**src/hw/rtl/ccki_pkg.sv**
```systemverilog
`timescale 1ns / 1ps

package ccki_pkg;

    // defaults for the top level parameters
    localparam int MAX_KEYS_DEF       = 16;
    localparam int TIME_FRAC_BITS_DEF = 4;

    // fixed field geometry
    localparam int DAY_UNITS = 2880;     // half-minute units per day
    localparam int COUNT_W   = 5;
    localparam int INDEX_W   = 4;
    localparam int KTIME_W   = 12;
    localparam int COLOR_W   = 24;
    localparam int STIME_W   = 16;
    localparam int CHAN_W    = 8;
    localparam int FRAC_W    = 16;
    localparam int OCHAN_W   = 2 * CHAN_W;

    typedef struct packed {
        logic                 mode;
        logic [INDEX_W-1:0]   key_index;
        logic [KTIME_W-1:0]   key_time;
        logic [COLOR_W-1:0]   key_color;
        logic [STIME_W-1:0]   sample_time;
    } in_item_t;

    typedef struct packed {
        logic [OCHAN_W-1:0]   red;
        logic [OCHAN_W-1:0]   green;
        logic [OCHAN_W-1:0]   blue;
        logic [INDEX_W-1:0]   first_key;
        logic [FRAC_W-1:0]    fraction;
    } out_item_t;

    // control for the bit-serial units
    typedef struct packed {
        logic load;
        logic step;
    } ser_ctrl_t;

endpackage

```
**src/hw/rtl/cyclic_color_keyframe_interp.sv**
```systemverilog
// Write request: taken while idle, no result.
// Sample request: n keys in use; one sample at a time, requests stall until the result
//   is handed to the output register; with fewer than two keys the key scan is skipped.
// The work is the key scan (one time-memory read per cycle) plus the 16-step serial divider.
// Reset (rst_n low, async) clears key_count and all handshake state; key memories
// are not cleared and hold garbage until written.
`timescale 1ns / 1ps

module cyclic_color_keyframe_interp #(
    parameter int MAX_KEYS       = ccki_pkg::MAX_KEYS_DEF,
    parameter int TIME_FRAC_BITS = ccki_pkg::TIME_FRAC_BITS_DEF
) (
    input  logic                          clk,
    input  logic                          rst_n,
    // request channel
    input  logic                          in_valid,
    output logic                          in_stall,
    input  ccki_pkg::in_item_t            in_data,
    // result channel
    output logic                          out_valid,
    input  logic                          out_stall,
    output ccki_pkg::out_item_t           out_data,
    // key_count register
    input  logic                          cfg_we,
    input  logic [ccki_pkg::COUNT_W-1:0]  cfg_wdata
);

    // memory address width, and width able to hold the key count itself
    localparam int AW = $clog2(MAX_KEYS);
    localparam int NW = $clog2(MAX_KEYS + 1);
    // time arithmetic width: shifted key time or sample time, plus one day, plus slack
    localparam int KSH = ccki_pkg::KTIME_W + TIME_FRAC_BITS;
    localparam int TW  = ((KSH > ccki_pkg::STIME_W) ? KSH : ccki_pkg::STIME_W) + 2;
    localparam logic [TW-1:0] DAY_W = TW'(ccki_pkg::DAY_UNITS << TIME_FRAC_BITS);
    // divider step counter: FRAC_W divider steps plus one lagging blend step
    localparam int BW = $clog2(ccki_pkg::FRAC_W + 1);
    localparam logic [BW-1:0] LAST_STEP = BW'(ccki_pkg::FRAC_W);

    typedef enum logic [7:0] {
        ST_IDLE = 8'b0000_0001,   // waiting for a request
        ST_SCAN = 8'b0000_0010,   // streaming key times, testing segment k-1..k
        ST_WRAP = 8'b0000_0100,   // test the segment that wraps past midnight
        ST_COLA = 8'b0000_1000,   // read color of first key
        ST_COLZ = 8'b0001_0000,   // read color of second key
        ST_COLW = 8'b0010_0000,   // load divider and blend units
        ST_DIV  = 8'b0100_0000,   // serial divide and blend, bit per cycle
        ST_DONE = 8'b1000_0000    // hand the result to the output register
    } state_t;

    state_t                         state_reg, state_next;
    logic [ccki_pkg::COUNT_W-1:0]   count_reg, count_next;
    logic [NW-1:0]                  iss_reg, iss_next;
    logic                           rd_vld_reg, rd_vld_next;
    logic [AW-1:0]                  rd_idx_reg, rd_idx_next;
    logic [BW-1:0]                  bit_cnt_reg, bit_cnt_next;
    logic                           out_valid_reg, out_valid_next;

    // payload, no reset
    logic [ccki_pkg::STIME_W-1:0]   sample_reg, sample_next;
    logic [ccki_pkg::KTIME_W-1:0]   prev_reg, prev_next;
    logic [ccki_pkg::KTIME_W-1:0]   t0_reg, t0_next;
    logic [AW-1:0]                  a_reg, a_next;
    logic [AW-1:0]                  z_reg, z_next;
    logic [TW-1:0]                  rem_reg, rem_next;
    logic [TW-1:0]                  den_reg, den_next;
    logic                           zero_reg, zero_next;
    logic [ccki_pkg::COLOR_W-1:0]   ca_reg, ca_next;
    ccki_pkg::out_item_t            out_data_reg, out_data_next;

    // memory ports
    logic                           key_we;
    logic [AW-1:0]                  key_waddr;
    logic [AW-1:0]                  time_raddr;
    logic [AW-1:0]                  color_raddr;
    logic [ccki_pkg::KTIME_W-1:0]   time_rdata;
    logic [ccki_pkg::COLOR_W-1:0]   color_rdata;
    logic [31:0]                    widx;

    // serial units
    ccki_pkg::ser_ctrl_t            div_ctrl, blend_ctrl;
    logic                           qbit;
    logic [ccki_pkg::FRAC_W-1:0]    quot;
    logic [ccki_pkg::OCHAN_W-1:0]   red_w, green_w, blue_w;

    // keys in use, saturated to the memory depth
    logic [NW-1:0]                  n_w;
    logic                           in_acc;
    logic                           out_free;
    logic [31:0]                    a_wide;

    // segment tests
    logic [TW-1:0]                  at_s, start_s, end_s;
    logic                           hit_s, last_s;
    logic [TW-1:0]                  start_w, end_w, at_w;
    logic                           hit_w;

    assign n_w = (32'(count_reg) > 32'(MAX_KEYS)) ? NW'(MAX_KEYS) : NW'(count_reg);

    assign in_stall  = (state_reg != ST_IDLE);
    assign in_acc    = in_valid && !in_stall;
    assign out_free  = !out_valid_reg || !out_stall;

    // key writes go straight to both memories; slots past the depth are dropped
    assign widx      = 32'(in_data.key_index);
    assign key_waddr = widx[AW-1:0];
    assign key_we    = in_acc && !in_data.mode && (widx < 32'(MAX_KEYS));

    assign time_raddr  = iss_reg[AW-1:0];
    assign color_raddr = (state_reg == ST_COLA) ? a_reg : z_reg;

    // interior segment: start is the previous key, end is the key just read
    always_comb
    begin
        at_s    = TW'(sample_reg);
        start_s = TW'(prev_reg) << TIME_FRAC_BITS;
        end_s   = TW'(time_rdata) << TIME_FRAC_BITS;
        hit_s   = rd_vld_reg && (rd_idx_reg != '0) && (at_s >= start_s) && (at_s < end_s);
        last_s  = rd_vld_reg && (32'(rd_idx_reg) == 32'(n_w) - 32'd1);
    end

    // wrapping segment: end is key 0 one day later, early samples move a day later
    always_comb
    begin
        start_w = TW'(prev_reg) << TIME_FRAC_BITS;
        end_w   = (TW'(t0_reg) << TIME_FRAC_BITS) + DAY_W;
        at_w    = (at_s < start_w) ? at_s + DAY_W : at_s;
        hit_w   = (at_w >= start_w) && (at_w < end_w);
    end

    always_comb
    begin
        div_ctrl.load   = (state_reg == ST_COLW);
        div_ctrl.step   = (state_reg == ST_DIV) && (bit_cnt_reg != LAST_STEP);
        // blend consumes the registered quotient bit in the cycle after the divider makes it
        blend_ctrl.load = (state_reg == ST_COLW);
        blend_ctrl.step = (state_reg == ST_DIV) && (bit_cnt_reg != '0);
    end

    assign a_wide = 32'(a_reg);

    always_comb
    begin
        state_next     = state_reg;
        count_next     = count_reg;
        iss_next       = iss_reg;
        rd_vld_next    = 1'b0;
        rd_idx_next    = rd_idx_reg;
        bit_cnt_next   = bit_cnt_reg;
        out_valid_next = out_valid_reg;
        sample_next    = sample_reg;
        prev_next      = prev_reg;
        t0_next        = t0_reg;
        a_next         = a_reg;
        z_next         = z_reg;
        rem_next       = rem_reg;
        den_next       = den_reg;
        zero_next      = zero_reg;
        ca_next        = ca_reg;
        out_data_next  = out_data_reg;

        if (cfg_we)
        begin
            count_next = cfg_wdata;
        end

        if (out_valid_reg && !out_stall)
        begin
            out_valid_next = 1'b0;
        end

        case (state_reg)
            ST_IDLE:
            begin
                if (in_acc && in_data.mode)
                begin
                    sample_next = in_data.sample_time;
                    zero_next   = (n_w == '0);
                    // default segment: key 0 unblended
                    a_next      = '0;
                    z_next      = '0;
                    rem_next    = '0;
                    den_next    = TW'(1);
                    iss_next    = '0;
                    if (32'(n_w) < 32'd2)
                    begin
                        state_next = ST_COLA;
                    end
                    else
                    begin
                        state_next = ST_SCAN;
                    end
                end
            end

            ST_SCAN:
            begin
                // issue the next key time read
                if (iss_reg < n_w)
                begin
                    rd_vld_next = 1'b1;
                    rd_idx_next = iss_reg[AW-1:0];
                    iss_next    = iss_reg + NW'(1);
                end
                if (rd_vld_reg)
                begin
                    prev_next = time_rdata;
                    if (rd_idx_reg == '0)
                    begin
                        t0_next = time_rdata;
                    end
                end
                if (hit_s)
                begin
                    a_next      = rd_idx_reg - AW'(1);
                    z_next      = rd_idx_reg;
                    rem_next    = at_s - start_s;
                    den_next    = end_s - start_s;
                    rd_vld_next = 1'b0;
                    state_next  = ST_COLA;
                end
                else if (last_s)
                begin
                    rd_vld_next = 1'b0;
                    state_next  = ST_WRAP;
                end
            end

            ST_WRAP:
            begin
                if (hit_w)
                begin
                    a_next   = AW'(32'(n_w) - 32'd1);
                    z_next   = '0;
                    rem_next = at_w - start_w;
                    den_next = end_w - start_w;
                end
                state_next = ST_COLA;
            end

            ST_COLA:
            begin
                state_next = ST_COLZ;
            end

            ST_COLZ:
            begin
                ca_next    = color_rdata;
                state_next = ST_COLW;
            end

            ST_COLW:
            begin
                bit_cnt_next = '0;
                state_next   = ST_DIV;
            end

            ST_DIV:
            begin
                bit_cnt_next = bit_cnt_reg + BW'(1);
                if (bit_cnt_reg == LAST_STEP)
                begin
                    state_next = ST_DONE;
                end
            end

            ST_DONE:
            begin
                if (out_free)
                begin
                    out_valid_next = 1'b1;
                    if (zero_reg)
                    begin
                        out_data_next = '0;
                    end
                    else
                    begin
                        out_data_next.red       = red_w;
                        out_data_next.green     = green_w;
                        out_data_next.blue      = blue_w;
                        out_data_next.first_key = a_wide[ccki_pkg::INDEX_W-1:0];
                        out_data_next.fraction  = quot;
                    end
                    state_next = ST_IDLE;
                end
            end

            default:
            begin
                state_next = ST_IDLE;
            end
        endcase
    end

    always_ff @(posedge clk or negedge rst_n)
    begin
        if (!rst_n)
        begin
            state_reg     <= ST_IDLE;
            count_reg     <= '0;
            iss_reg       <= '0;
            rd_vld_reg    <= 1'b0;
            rd_idx_reg    <= '0;
            bit_cnt_reg   <= '0;
            out_valid_reg <= 1'b0;
        end
        else
        begin
            state_reg     <= state_next;
            count_reg     <= count_next;
            iss_reg       <= iss_next;
            rd_vld_reg    <= rd_vld_next;
            rd_idx_reg    <= rd_idx_next;
            bit_cnt_reg   <= bit_cnt_next;
            out_valid_reg <= out_valid_next;
        end
    end

    always_ff @(posedge clk)
    begin
        sample_reg   <= sample_next;
        prev_reg     <= prev_next;
        t0_reg       <= t0_next;
        a_reg        <= a_next;
        z_reg        <= z_next;
        rem_reg      <= rem_next;
        den_reg      <= den_next;
        zero_reg     <= zero_next;
        ca_reg       <= ca_next;
        out_data_reg <= out_data_next;
    end

    ccki_ram #(
        .WIDTH (ccki_pkg::KTIME_W),
        .DEPTH (MAX_KEYS)
    ) u_time_ram (
        .clk   (clk),
        .we    (key_we),
        .waddr (key_waddr),
        .wdata (in_data.key_time),
        .raddr (time_raddr),
        .rdata (time_rdata)
    );

    ccki_ram #(
        .WIDTH (ccki_pkg::COLOR_W),
        .DEPTH (MAX_KEYS)
    ) u_color_ram (
        .clk   (clk),
        .we    (key_we),
        .waddr (key_waddr),
        .wdata (in_data.key_color),
        .raddr (color_raddr),
        .rdata (color_rdata)
    );

    ccki_div #(
        .TW (TW)
    ) u_div (
        .clk  (clk),
        .ctrl (div_ctrl),
        .num  (rem_reg),
        .den  (den_reg),
        .qbit (qbit),
        .quot (quot)
    );

    ccki_blend u_blend (
        .clk     (clk),
        .ctrl    (blend_ctrl),
        .color_a (ca_reg),
        .color_z (color_rdata),
        .qbit    (qbit),
        .red     (red_w),
        .green   (green_w),
        .blue    (blue_w)
    );

    assign out_valid = out_valid_reg;
    assign out_data  = out_data_reg;

`ifndef SYNTHESIS
    // divider operands: offset always below the segment length
    assert property (@(posedge clk) disable iff (!rst_n)
        (state_reg == ST_COLA) |-> (rem_reg < den_reg))
        else $error("segment offset not below segment length");

    // sample request starts a scan or goes straight to the color reads
    assert property (@(posedge clk) disable iff (!rst_n)
        (in_valid && !in_stall && in_data.mode) |=>
        (state_reg == ST_SCAN || state_reg == ST_COLA))
        else $error("sample request not started");

    // step counter stays within the divide window
    assert property (@(posedge clk) disable iff (!rst_n)
        (state_reg == ST_DIV) |-> (bit_cnt_reg <= LAST_STEP))
        else $error("serial step counter overran");
`endif

endmodule

```
**src/hw/rtl/ccki_ram.sv**
```systemverilog
`timescale 1ns / 1ps

module ccki_ram #(
    parameter int WIDTH = 8,
    parameter int DEPTH = 16
) (
    input  logic                     clk,
    input  logic                     we,
    input  logic [$clog2(DEPTH)-1:0] waddr,
    input  logic [WIDTH-1:0]         wdata,
    input  logic [$clog2(DEPTH)-1:0] raddr,
    output logic [WIDTH-1:0]         rdata
);

    logic [WIDTH-1:0] mem [DEPTH];
    logic [WIDTH-1:0] rdata_reg;

    always_ff @(posedge clk)
    begin
        if (we)
        begin
            mem[waddr] <= wdata;
        end
        rdata_reg <= mem[raddr];
    end

    assign rdata = rdata_reg;

endmodule

```
**src/hw/rtl/ccki_div.sv**
```systemverilog
`timescale 1ns / 1ps

// Restoring divider, one quotient bit per step, MSB first.
// Expects num < den, so the quotient fits in FRAC_W bits.
module ccki_div #(
    parameter int TW = 18
) (
    input  logic                       clk,
    input  ccki_pkg::ser_ctrl_t        ctrl,
    input  logic [TW-1:0]              num,
    input  logic [TW-1:0]              den,
    output logic                       qbit,
    output logic [ccki_pkg::FRAC_W-1:0] quot
);

    logic [TW-1:0]                 r_reg, r_next;
    logic [TW-1:0]                 d_reg;
    logic [ccki_pkg::FRAC_W-1:0]   q_reg, q_next;
    logic [TW:0]                   shifted;
    logic                          fits;

    always_comb
    begin
        shifted = {r_reg, 1'b0};
        fits    = (shifted >= {1'b0, d_reg});
        r_next  = r_reg;
        q_next  = q_reg;
        if (ctrl.step)
        begin
            if (fits)
            begin
                r_next = TW'(shifted - {1'b0, d_reg});
            end
            else
            begin
                r_next = shifted[TW-1:0];
            end
            q_next = {q_reg[ccki_pkg::FRAC_W-2:0], fits};
        end
    end

    always_ff @(posedge clk)
    begin
        if (ctrl.load)
        begin
            r_reg <= num;
            d_reg <= den;
            q_reg <= '0;
        end
        else
        begin
            r_reg <= r_next;
            q_reg <= q_next;
        end
    end

    assign qbit = q_reg[0];
    assign quot = q_reg;

endmodule

```
**src/hw/rtl/ccki_blend.sv**
```systemverilog
`timescale 1ns / 1ps

// Three bit-serial multipliers: acc = (y - x) * frac, frac fed MSB first.
// Channel out = x*256 + floor(acc / 256), kept to 16 bits.
module ccki_blend (
    input  logic                          clk,
    input  ccki_pkg::ser_ctrl_t           ctrl,
    input  logic [ccki_pkg::COLOR_W-1:0]  color_a,
    input  logic [ccki_pkg::COLOR_W-1:0]  color_z,
    input  logic                          qbit,
    output logic [ccki_pkg::OCHAN_W-1:0]  red,
    output logic [ccki_pkg::OCHAN_W-1:0]  green,
    output logic [ccki_pkg::OCHAN_W-1:0]  blue
);

    localparam int CW    = ccki_pkg::CHAN_W;
    localparam int ACC_W = CW + 1 + ccki_pkg::FRAC_W;
    localparam int NCH   = ccki_pkg::COLOR_W / CW;

    logic [ccki_pkg::OCHAN_W-1:0] chan_out [NCH];

    for (genvar c = 0; c < NCH; c++)
    begin : g_chan
        logic [CW-1:0]    x_reg;
        logic [CW:0]      d_reg;
        logic [ACC_W-1:0] acc_reg, acc_next;
        logic [ACC_W-1:0] d_ext;

        assign d_ext = {{(ACC_W-CW-1){d_reg[CW]}}, d_reg};

        always_comb
        begin
            acc_next = acc_reg;
            if (ctrl.step)
            begin
                acc_next = {acc_reg[ACC_W-2:0], 1'b0} + (qbit ? d_ext : '0);
            end
        end

        always_ff @(posedge clk)
        begin
            if (ctrl.load)
            begin
                x_reg   <= color_a[c*CW +: CW];
                d_reg   <= {1'b0, color_z[c*CW +: CW]} - {1'b0, color_a[c*CW +: CW]};
                acc_reg <= '0;
            end
            else
            begin
                acc_reg <= acc_next;
            end
        end

        assign chan_out[c] = {x_reg, {CW{1'b0}}} + acc_reg[CW +: ccki_pkg::OCHAN_W];
    end

    assign blue  = chan_out[0];
    assign green = chan_out[1];
    assign red   = chan_out[2];

endmodule

```
**config.mk**
```make
export PLATFORM = sky130hd
export DESIGN_NAME = cyclic_color_keyframe_interp
export DESIGN_NICKNAME = d
export VERILOG_FILES = /design/src/hw/rtl/ccki_pkg.sv /design/src/hw/rtl/cyclic_color_keyframe_interp.sv /design/src/hw/rtl/ccki_ram.sv /design/src/hw/rtl/ccki_div.sv /design/src/hw/rtl/ccki_blend.sv
export SDC_FILE = /design/constraint.sdc
export NUM_CORES = 1
export LEC_CHECK = 0
export BUFFER_PORTS_ARGS = -buffer_cell sky130_fd_sc_hd__buf_4
export CAP_MARGIN = 10
export CORE_MARGIN = 3
export CORE_UTILIZATION = 35
export DETAILED_ROUTE_END_ITERATION = 6
export PLACE_DENSITY = 0.6
export SLEW_MARGIN = 20
export SYNTH_ARGS = -nofsm -noshare
export SYNTH_HDL_FRONTEND = slang
export SYNTH_SLANG_ARGS = --single-unit
```
**constraint.sdc**
```tcl
create_clock -name clk -period 7.4 [get_ports clk]
set_input_delay 0.74 -clock clk [delete_from_list [all_inputs] [get_ports clk]]
set_output_delay 0.74 -clock clk [all_outputs]
set_load 0.02 [all_outputs]
```
==> results of run 1 <==
cell families after synthesis:
logic type               count (synthesis)
XOR/XNOR                               160
flip-flops                             987
multiplexers                           124
AND/OR/NAND/NOR                        910
adder cells (fa/ha/maj)                216
buffers and inverters                  255
AO/OA/AOI/OAI                          602
Yosys cell counts (28+ instances only):
master,instances
nand3_1,93
clkbuf_1,72
a31oi_1,31
dfxtp_1,124
dfrtp_1,28
nand2b_1,29
nor2_1,157
edfxtp_1,834
ha_1,204
inv_1,136
a21oi_1,177
nand2_1,375
nor3_1,34
a21o_1,70
and2_1,28
nor2b_1,82
and3_1,29
o21ai_0,108
xor2_1,76
xnor2_1,84
mux4_2,110
placed cells by master, fill, tap and decap left out, types with 10 or more instances in the layout:
cell / Yosys / layout
xnor2_1: 84 / 84
nand2b_1: 29 / 29
o31ai_1: 10 / 10
clkinv_2: 0 / 23
inv_1: 136 / 136
nor2_4: 0 / 13
clkbuf_8: 0 / 16
o21bai_1: 20 / 20
ha_1: 204 / 204
nor3_1: 34 / 30
or3_1: 16 / 16
and3_1: 29 / 29
dfrtp_1: 28 / 26
fa_1: 12 / 12
nor2b_1: 82 / 82
clkbuf_16: 0 / 105
dfxtp_1: 124 / 124
o21a_1: 19 / 19
nor2_1: 157 / 143
nand4_1: 11 / 11
and2_1: 28 / 28
a21oi_1: 177 / 176
xor2_1: 76 / 76
a311oi_1: 25 / 25
o21ai_0: 108 / 108
a211oi_1: 20 / 20
o22ai_1: 21 / 21
clkbuf_1: 72 / 31
nand2_1: 375 / 374
o21ai_1: 26 / 24
a22oi_1: 23 / 23
nand3_1: 93 / 93
a21o_1: 70 / 70
a31oi_1: 31 / 30
edfxtp_1: 834 / 834
buf_4: 4 / 184
mux4_2: 110 / 110
layer usage:
metal	global-route usage	vias to the layer above	wire length [um]
li1	-	12519	-
met1	0.215	12841	47500
met2	0.256	558	47700
met3	0.0275	148	5150
met4	0.0438	2	2350
met5	0	-	17
stage by stage:
step                hold WS, ns  power [uW]  setup slack (ns)  cells
floorplan                 0.400        8690             0.111   3254
global placement          0.404        9510              2.49   4957
detailed placement        0.405        9530              2.41   4957
CTS                       0.199       14700              2.37   5152
global route              0.226       15300              1.99   5153
finish                    0.257       14600              2.37   5158
final timing paths:
kind,slack [ns],to,from,cells after the start
min in group asynchronous,0.58,out_valid$_DFF_PN0_,rst_n,2
setup / recovery,2.37,den_reg[6]$_DFFE_PP_,prev_reg[1]$_DFFE_PP_,16
hold reg to reg,0.42,u_div.d_reg[16]$_DFFE_PP_,den_reg[16]$_DFFE_PP_,0
hold / removal,0.26,sample_reg[8]$_DFFE_PP_,in_data[8],1
setup reg to reg,2.37,den_reg[6]$_DFFE_PP_,prev_reg[1]$_DFFE_PP_,16
max in group asynchronous,6.44,iss_reg[0]$_DFFE_PN0P_,rst_n,2
cell type report:
cell class	instances	area share
multi-input cells	2012	0.298
repair buffers	186	0.0276
clock buffers	152	0.0584
flip-flops and latches	987	0.557
clock inverters	42	0.00845
inverters	136	0.0101
diodes	6	0.000296
well taps	1637	0.0404
power by group:
part / switching [uW] / internal, uW / total [uW]
sequential: 301 / 6430 / 6730
clock: 2120 / 3050 / 5160
combinational: 1530 / 1140 / 2670
==> run summary, run 1 <==
Slowest cell on crit path - a21boi_4
Dominant cell type by area after synthesis - edfxtp_1
Area grow syn2layout - 14.6%
Maximum fanout along the worst path - 25
PortBufs - 136
Final Hold Vio Count - 0
Pin count of the biggest net entering global routing - 73
Post-synth top flop - edfxtp_1
Via count of the routed design - 26068
Xor and xnor area share after synthesis - 0.0316
Peak supply drop - 0.000183 V
CP Data Arrival Time - 5.35 ns
Complex-gate fraction of the synthesized area - 0.0855
GR Util All Layers - 0.156
Seq/Total Area, Yosys - 0.638
Flop and latch count out of synthesis - 987
Share of cells above drive strength 1 - 0.148
Crit path time final - 5.03 ns
CP Launch Type - flop
Final #Nets - 3708
Final Setup Violations - 0
CP Capture Type - flop
Clock Latency Late Sink - 0.67 ns
CTS Hold Bufs - 1
Setup TNS - 0 ns
Die width - 362 um
WL final - 103000 um
CTS tree - yes
Period utilization - 0.679
Cell family with most CP delay - compound AO/OA/AOI/OAI gates
H-tree levels - 3
Slew margin rel. - 0.339
Initial antenna violation count - 12
Die H - 362 um
Async set-or-reset flop fraction in the synthesized netlist - 0.0294
Gr ovfl total - 0
Area contributors post-synth - edfxtp_1, ha_1, dfxtp_1, mux4_2, nand2_1
DRC - 0
TritonCTS buffer count - 102
Combinational family with the most area after synthesis - simple AND/OR/NAND/NOR gates
Top cell type's share of synthesized area - 0.566
Adder-cell area share of the yosys netlist - 0.0631
Detail Placement HPWL - 65000 um
Drt pass-1 iters - 5
Post-synthesis area per instance - 13.6 um^2
Final Cell Area - 50800 um^2
DRT iter0 DRCs - 1953
Root Driver - clkbuf_16
Total of max-cap violations - 0
Core area - 125000 um^2
Setup CP Type - reg2reg
Crit path buffers/inverters - 2
Slew Viols, Final - 0
Filler cells - 11488
Clock slew seen by the registers of the worst setup and hold paths - 0.06 ns
Final Util - 0.407
Worst hold path type - in2reg
Via-to-Cell Ratio - 5.05
Max reg flops - 384
First-pass GRT wire length - 159000 um
Max clock buf depth - 3
IO Pins - 137
RSZ-0062 raised after global routing - no
Pwr/cell area - 287 nW/um^2
YS warnings - 0
CP peak stage delay - 0.52 ns
FP Rows - 129
Placed Area - 47300 um^2
CP cell instances - inv_1 -> ha_1 -> nor2b_1 -> o21a_1 -> o21ai_0 -> a21oi_1 -> a221o_1 -> mux2_2 -> ha_1 -> nor2_1 -> a211o_1 -> a21oi_1 -> or3b_2 -> o2111ai_1 -> a21boi_4 -> buf_4
Routed length per instance - 19.9 um
Setup Fix Bufs, Post-CTS - 0
DRT antenna net count - 0
CP required - 7.72 ns
Synth cell types - 82
Least-Margin Pin Slew - 0.970 ns
Area of the multi-input gates - 15100 um^2
Number of global-route vias before repair - 26480
GPL Wtd Cong - 0.824
Post-Synthesis Cells - 3254
Starting Density - 0.355
Number of flops mapped to enable cells by yosys - 834
CTS resizes - 0
Leak Pwr - 0.0186 uW
Simple-gate share of the synthesized area - 0.0972
Max Clock Skew - 0.0203 ns
Status - completed
Die area - 131000 um^2
Syn nets - 3537
Netlist Area Pre-Place - 44300 um^2
Fmax - 0.199 GHz
FF/Latch Area - 28300 um^2
Clock sink count - 987
Post-synthesis mux area share - 0.0603
Note: power is estimated with default switching activity, not from simulation.
==> inputs of run 2 (changes only) <==
--- a/config.mk
+++ b/config.mk
@@ -10,7 +10,7 @@
 export CORE_MARGIN = 3
 export CORE_UTILIZATION = 35
 export DETAILED_ROUTE_END_ITERATION = 6
-export PLACE_DENSITY = 0.6
+export PLACE_DENSITY = 0.58
 export SLEW_MARGIN = 20
 export SYNTH_ARGS = -nofsm -noshare
 export SYNTH_HDL_FRONTEND = slang
==> constraint.sdc (replaced) <==
create_clock -name clk -period 5.15 [get_ports clk]
set_input_delay 0.515 -clock clk [delete_from_list [all_inputs] [get_ports clk]]
set_output_delay 0.515 -clock clk [all_outputs]
set_load 0.02 [all_outputs]
==> run 2 against run 1 <==
Sequential share of layout area fell by 0.72 points. Clock power up 49%. First-iteration DRC count decreased by 5.1%. Highest routed layer unchanged. Core utilization rose by 0.54 points. Via count increased by 0.10%. Critical path depth rose by 2.
==> run summary, run 2 (synthesis results as in run 1) <==
Area grow syn2layout - 16.1%
Pwr/cell area - 413 nW/um^2
Clock Latency Late Sink - 0.68 ns
Most common cell after layout, fill and taps aside - edfxtp_1
Starting Density - 0.355
Least-Margin Pin Slew - 1.01 ns
Drt pass-1 iters - 7
CP Data Arrival Time - 5.06 ns
Worst setup path endpoint - rem_reg[0]$_DFFE_PP_
Number of global-route vias before repair - 26026
Maximum fanout along the worst path - 41
Dpl ws - 0.514 ns
Gr ovfl total - 0
CP Launch Type - flop
Total of max-cap violations - 0
Slew Viols, Final - 0
TritonCTS buffer count - 100
Worst R2R Setup Slack - 0.48 ns
Via-to-Cell Ratio - 5.04
Root Driver - clkbuf_16
Slew margin rel. - 0.325
CTS tree - yes
CP required - 5.55 ns
Final Setup Violations - 0
Initial antenna violation count - 14
Max reg flops - 384
H-tree levels - 3
Reg2Reg Depth - 18
Pin count of the biggest net entering global routing - 94
Crit. Startpoint - prev_reg[1]$_DFFE_PP_
GR Util All Layers - 0.156
Clock sink count - 987
Final #Nets - 3734
First-pass GRT wire length - 159000 um
CTS Hold Bufs - 11
DRT iter0 DRCs - 1854
Period utilization - 0.906
Commonest cells after routing, fill and taps aside - edfxtp_1, nand2_1, ha_1
Die area - 131000 um^2
Worst R2R End - rem_reg[0]$_DFFE_PP_
Setup TNS - 0 ns
CTS resizes - 0
Final worst slack - 0.483 ns
Status - completed
FP Rows - 129
IO Pins - 137
Detail Placement HPWL - 65200 um
Crit path time final - 4.67 ns
Setup Fix Bufs, Post-CTS - 0
Max Clock Skew - 0.0350 ns
DRT antenna net count - 0
Final Hold Vio Count - 0
PortBufs - 136
R2R Path Start - prev_reg[1]$_DFFE_PP_
Fmax - 0.214 GHz
Clock slew seen by the registers of the worst setup and hold paths - 0.06 ns
Leak Pwr - 0.0189 uW
Filler cells - 11481
Routed length per instance - 19.9 um
Die H - 362 um
Setup CP Type - reg2reg
CP Capture Type - flop
WL final - 103000 um
GPL Wtd Cong - 0.811
Share of cells above drive strength 1 - 0.153
Die width - 362 um
RSZ-0062 raised after global routing - no
Peak supply drop - 0.000237 V
Worst hold path type - in2reg
Via count of the routed design - 26095
DRC - 0
Max clock buf depth - 3
Core area - 125000 um^2
## run 2: how the worst min path moves through the flow
stage,endpoint,depth (start not counted),startpoint
after floorplan,bit_cnt_reg[0]$_DFFE_PN0N_,0,rst_n
after global placement,u_div.d_reg[0]$_DFFE_PP_,0,den_reg[0]$_DFFE_PP_
after detailed placement,u_div.d_reg[7]$_DFFE_PP_,0,den_reg[7]$_DFFE_PP_
after CTS,sample_reg[12]$_DFFE_PP_,1,in_data[12]
after global routing,sample_reg[12]$_DFFE_PP_,1,in_data[12]
final,sample_reg[12]$_DFFE_PP_,1,in_data[12]
## run 2: critical path, cell delays in order (launching register included)
cell and delay [ns]:
edfxtp_1 0.35, inv_1 0.24, ha_1 0.30, nor2b_1 0.13, o21a_1 0.17, o21ai_0 0.22, a21oi_1 0.18, a221o_1 0.47
a211oi_1 0.29, xor2_1 0.28, ha_1 0.33, nand2_1 0.11, nand2b_1 0.07, a21o_1 0.19, a21oi_1 0.16, or3b_2 0.46
o2111ai_1 0.15, a21boi_4 0.10, buf_12 0.20
## run 2: through the flow
step	cell area, um^2	hold slack [ns]	cells	total power (uW)	utilization
finish	51400	0.0498	5179	21300	0.413
global route	51400	0.0262	5177	22300	0.413
CTS	51400	0.00351	5174	21500	0.413
detailed placement	47800	0.406	4975	13800	0.383
global placement	47800	0.403	4975	13800	0.383
floorplan	44300	0.219	3254	12500	-
## run 2: final cells by class
cell class / count / area (um^2) / area share
Antenna cell: 5 / 12.5 / 0.000243
Timing Repair Buffer: 214 / 1930 / 0.0376
Clock buffer: 137 / 2810 / 0.0547
Sequential cell: 987 / 28300 / 0.549
Inverter: 136 / 510 / 0.00993
Clock inverter: 51 / 709 / 0.0138
Multi-Input combinational cell: 2012 / 15100 / 0.294
Tap cell: 1637 / 2050 / 0.0398
## run 2: power by group
part | switching, uW | internal, uW
Clock | 3090 | 4600
Sequential | 432 | 9230
Combinational | 2180 | 1730
Total | 5700 | 15600
## run 2: metal layers
| layer | GRT usage | vias up | routed length, um |
|---|---|---|---|
| met1 | 0.210 | 12822 | 46200 |
| li1 | - | 12578 | - |
| met2 | 0.256 | 542 | 48600 |
| met3 | 0.0300 | 147 | 5610 |
| met4 | 0.0517 | 6 | 2690 |
| met5 | 0 | - | 38 |
==> inputs of run 3 (changes only) <==
--- a/config.mk
+++ b/config.mk
@@ -7,7 +7,6 @@
 export LEC_CHECK = 0
 export BUFFER_PORTS_ARGS = -buffer_cell sky130_fd_sc_hd__buf_4
 export CAP_MARGIN = 10
-export CORE_MARGIN = 3
 export CORE_UTILIZATION = 35
 export DETAILED_ROUTE_END_ITERATION = 6
 export PLACE_DENSITY = 0.58
==> run 3 against run 2 <==
Core utilization is 0.37 points lower. Sequential power hardly changed. Sequential share of layout area is 0.070 points higher. Count of clock-buffer cells in the layout is 11 higher. Critical path type unchanged.
==> run summary, run 3 (synthesis results as in run 1) <==
FP Rows - 130
Slew Viols, Final - 0
Max reg flops - 384
Least-Margin Pin Slew - 1.03 ns
Slew margin rel. - 0.310
Clock slew seen by the registers of the worst setup and hold paths - 0.06 ns
Die area - 128000 um^2
Total of max-cap violations - 0
Reg2Reg Depth - 18
Clock Latency Late Sink - 0.70 ns
Final #Nets - 3736
GR Util All Layers - 0.162
Hold depth - 2
Peak supply drop - 0.000360 V
Starting Density - 0.353
Share of cells above drive strength 1 - 0.152
Period utilization - 0.892
CP cell instances - inv_1 -> ha_1 -> nor2b_1 -> o21a_1 -> o21ai_0 -> a21oi_1 -> a221o_1 -> a211oi_1 -> xor2_1 -> ha_1 -> nand2_1 -> nand2b_1 -> a21o_1 -> a21oi_1 -> or3b_2 -> o2111ai_1 -> a21boi_4 -> buf_12
RSZ-0062 raised after global routing - no
TritonCTS buffer count - 102
Setup CP Type - reg2reg
CP required - 5.58 ns
Most common cell after layout, fill and taps aside - edfxtp_1
Pin count of the biggest net entering global routing - 69
Setup Fix Bufs, Post-CTS - 0
Commonest cells after routing, fill and taps aside - edfxtp_1, nand2_1, ha_1
Critical Path Stages - 18
Maximum fanout along the worst path - 41
DRT iter0 DRCs - 1838
Pwr/cell area - 412 nW/um^2
DRC - 0
CTS tree - yes
Cell family with most CP delay - compound AO/OA/AOI/OAI gates
Routed length per instance - 19.9 um
Detail Placement HPWL - 64600 um
Dpl cells - 4984
Filler cells - 11593
Via-to-Cell Ratio - 5.04
Gr ovfl total - 0
Worst R2R Setup Slack - 0.55 ns
WL final - 103000 um
Fmax - 0.218 GHz
Final Cell Area - 51400 um^2
Core area - 126000 um^2
CP Launch Type - flop
Area grow syn2layout - 16.0%
H-tree levels - 3
Crit path buffers/inverters - 2
Max clock buf depth - 3
Via count of the routed design - 26195
Leak Pwr - 0.0188 uW
Slowest cell on crit path - a221o_1
CP peak stage delay - 0.47 ns
Die H - 358 um
Worst hold path type - in2reg
First-pass GRT wire length - 159000 um
PortBufs - 136
CP Capture Type - flop
Final Setup Violations - 0
DRT antenna net count - 0
Placed Area - 47700 um^2
Root Driver - clkbuf_16
Drt pass-1 iters - 6
IO Pins - 137
GPL Wtd Cong - 0.835
Final Hold Vio Count - 0
CP Data Arrival Time - 5.03 ns
Die width - 358 um
Total power - 21200 uW
Crit path time final - 4.60 ns
Clock sink count - 987
Initial antenna violation count - 12
Status - completed
Setup TNS - 0 ns
Non-Filler Instances - 5193
Max Clock Skew - 0.0385 ns
Number of global-route vias before repair - 26411
==> run 3: path summary, 6_finish.rpt <==
check	from	endpoint
setup / recovery	prev_reg[1]$_DFFE_PP_	den_reg[11]$_DFFE_PP_
hold / removal	cfg_wdata[0]	count_reg[0]$_DFFE_PN0P_
setup reg to reg	prev_reg[1]$_DFFE_PP_	den_reg[11]$_DFFE_PP_
hold reg to reg	den_reg[16]$_DFFE_PP_	u_div.d_reg[16]$_DFFE_PP_
max in group asynchronous	rst_n	iss_reg[0]$_DFFE_PN0P_
min in group asynchronous	rst_n	out_valid$_DFF_PN0_
==> run 3: repair_timing <==
action                    4_1_cts  5_1_grt
hold endpoints to repair       42        0
hold buffers                   15        0
resized for setup               0        0
==> run 3: stage by stage <==
stage | utilization | hold slack (ns) | setup slack, ns
after detailed placement | 0.380 | 0.405 | 0.543
after CTS | 0.409 | 0.00901 | 0.531
final | 0.409 | 0.0568 | 0.554
after global routing | 0.409 | 0.0255 | 0.178
after global placement | 0.380 | 0.405 | 0.526
after floorplan | - | 0.219 | 0.126
==> run 3: cell type report <==
class	instances	area (um^2)	share of cell area
diodes	1	2.50	0.0000487
clock inverters	45	587	0.0114
flip-flops and latches	987	28300	0.550
clock buffers	148	2920	0.0568
repair buffers	214	1880	0.0366
inverters	136	510	0.00994
multi-input cells	2012	15100	0.295
well taps	1650	2060	0.0402
==> run 3: routing by layer <==
layer	GRT usage	up-vias	wire length, um
met4	0.0476	12	2380
met2	0.262	511	48000
met3	0.0285	157	5090
met1	0.224	12918	47800
met5	0	-	80
li1	-	12597	-
==> run 3: report_power, final <==
part           internal, uW  switching, uW
Combinational          1700           2180
Clock                  4430           3190
Sequential             9230            435
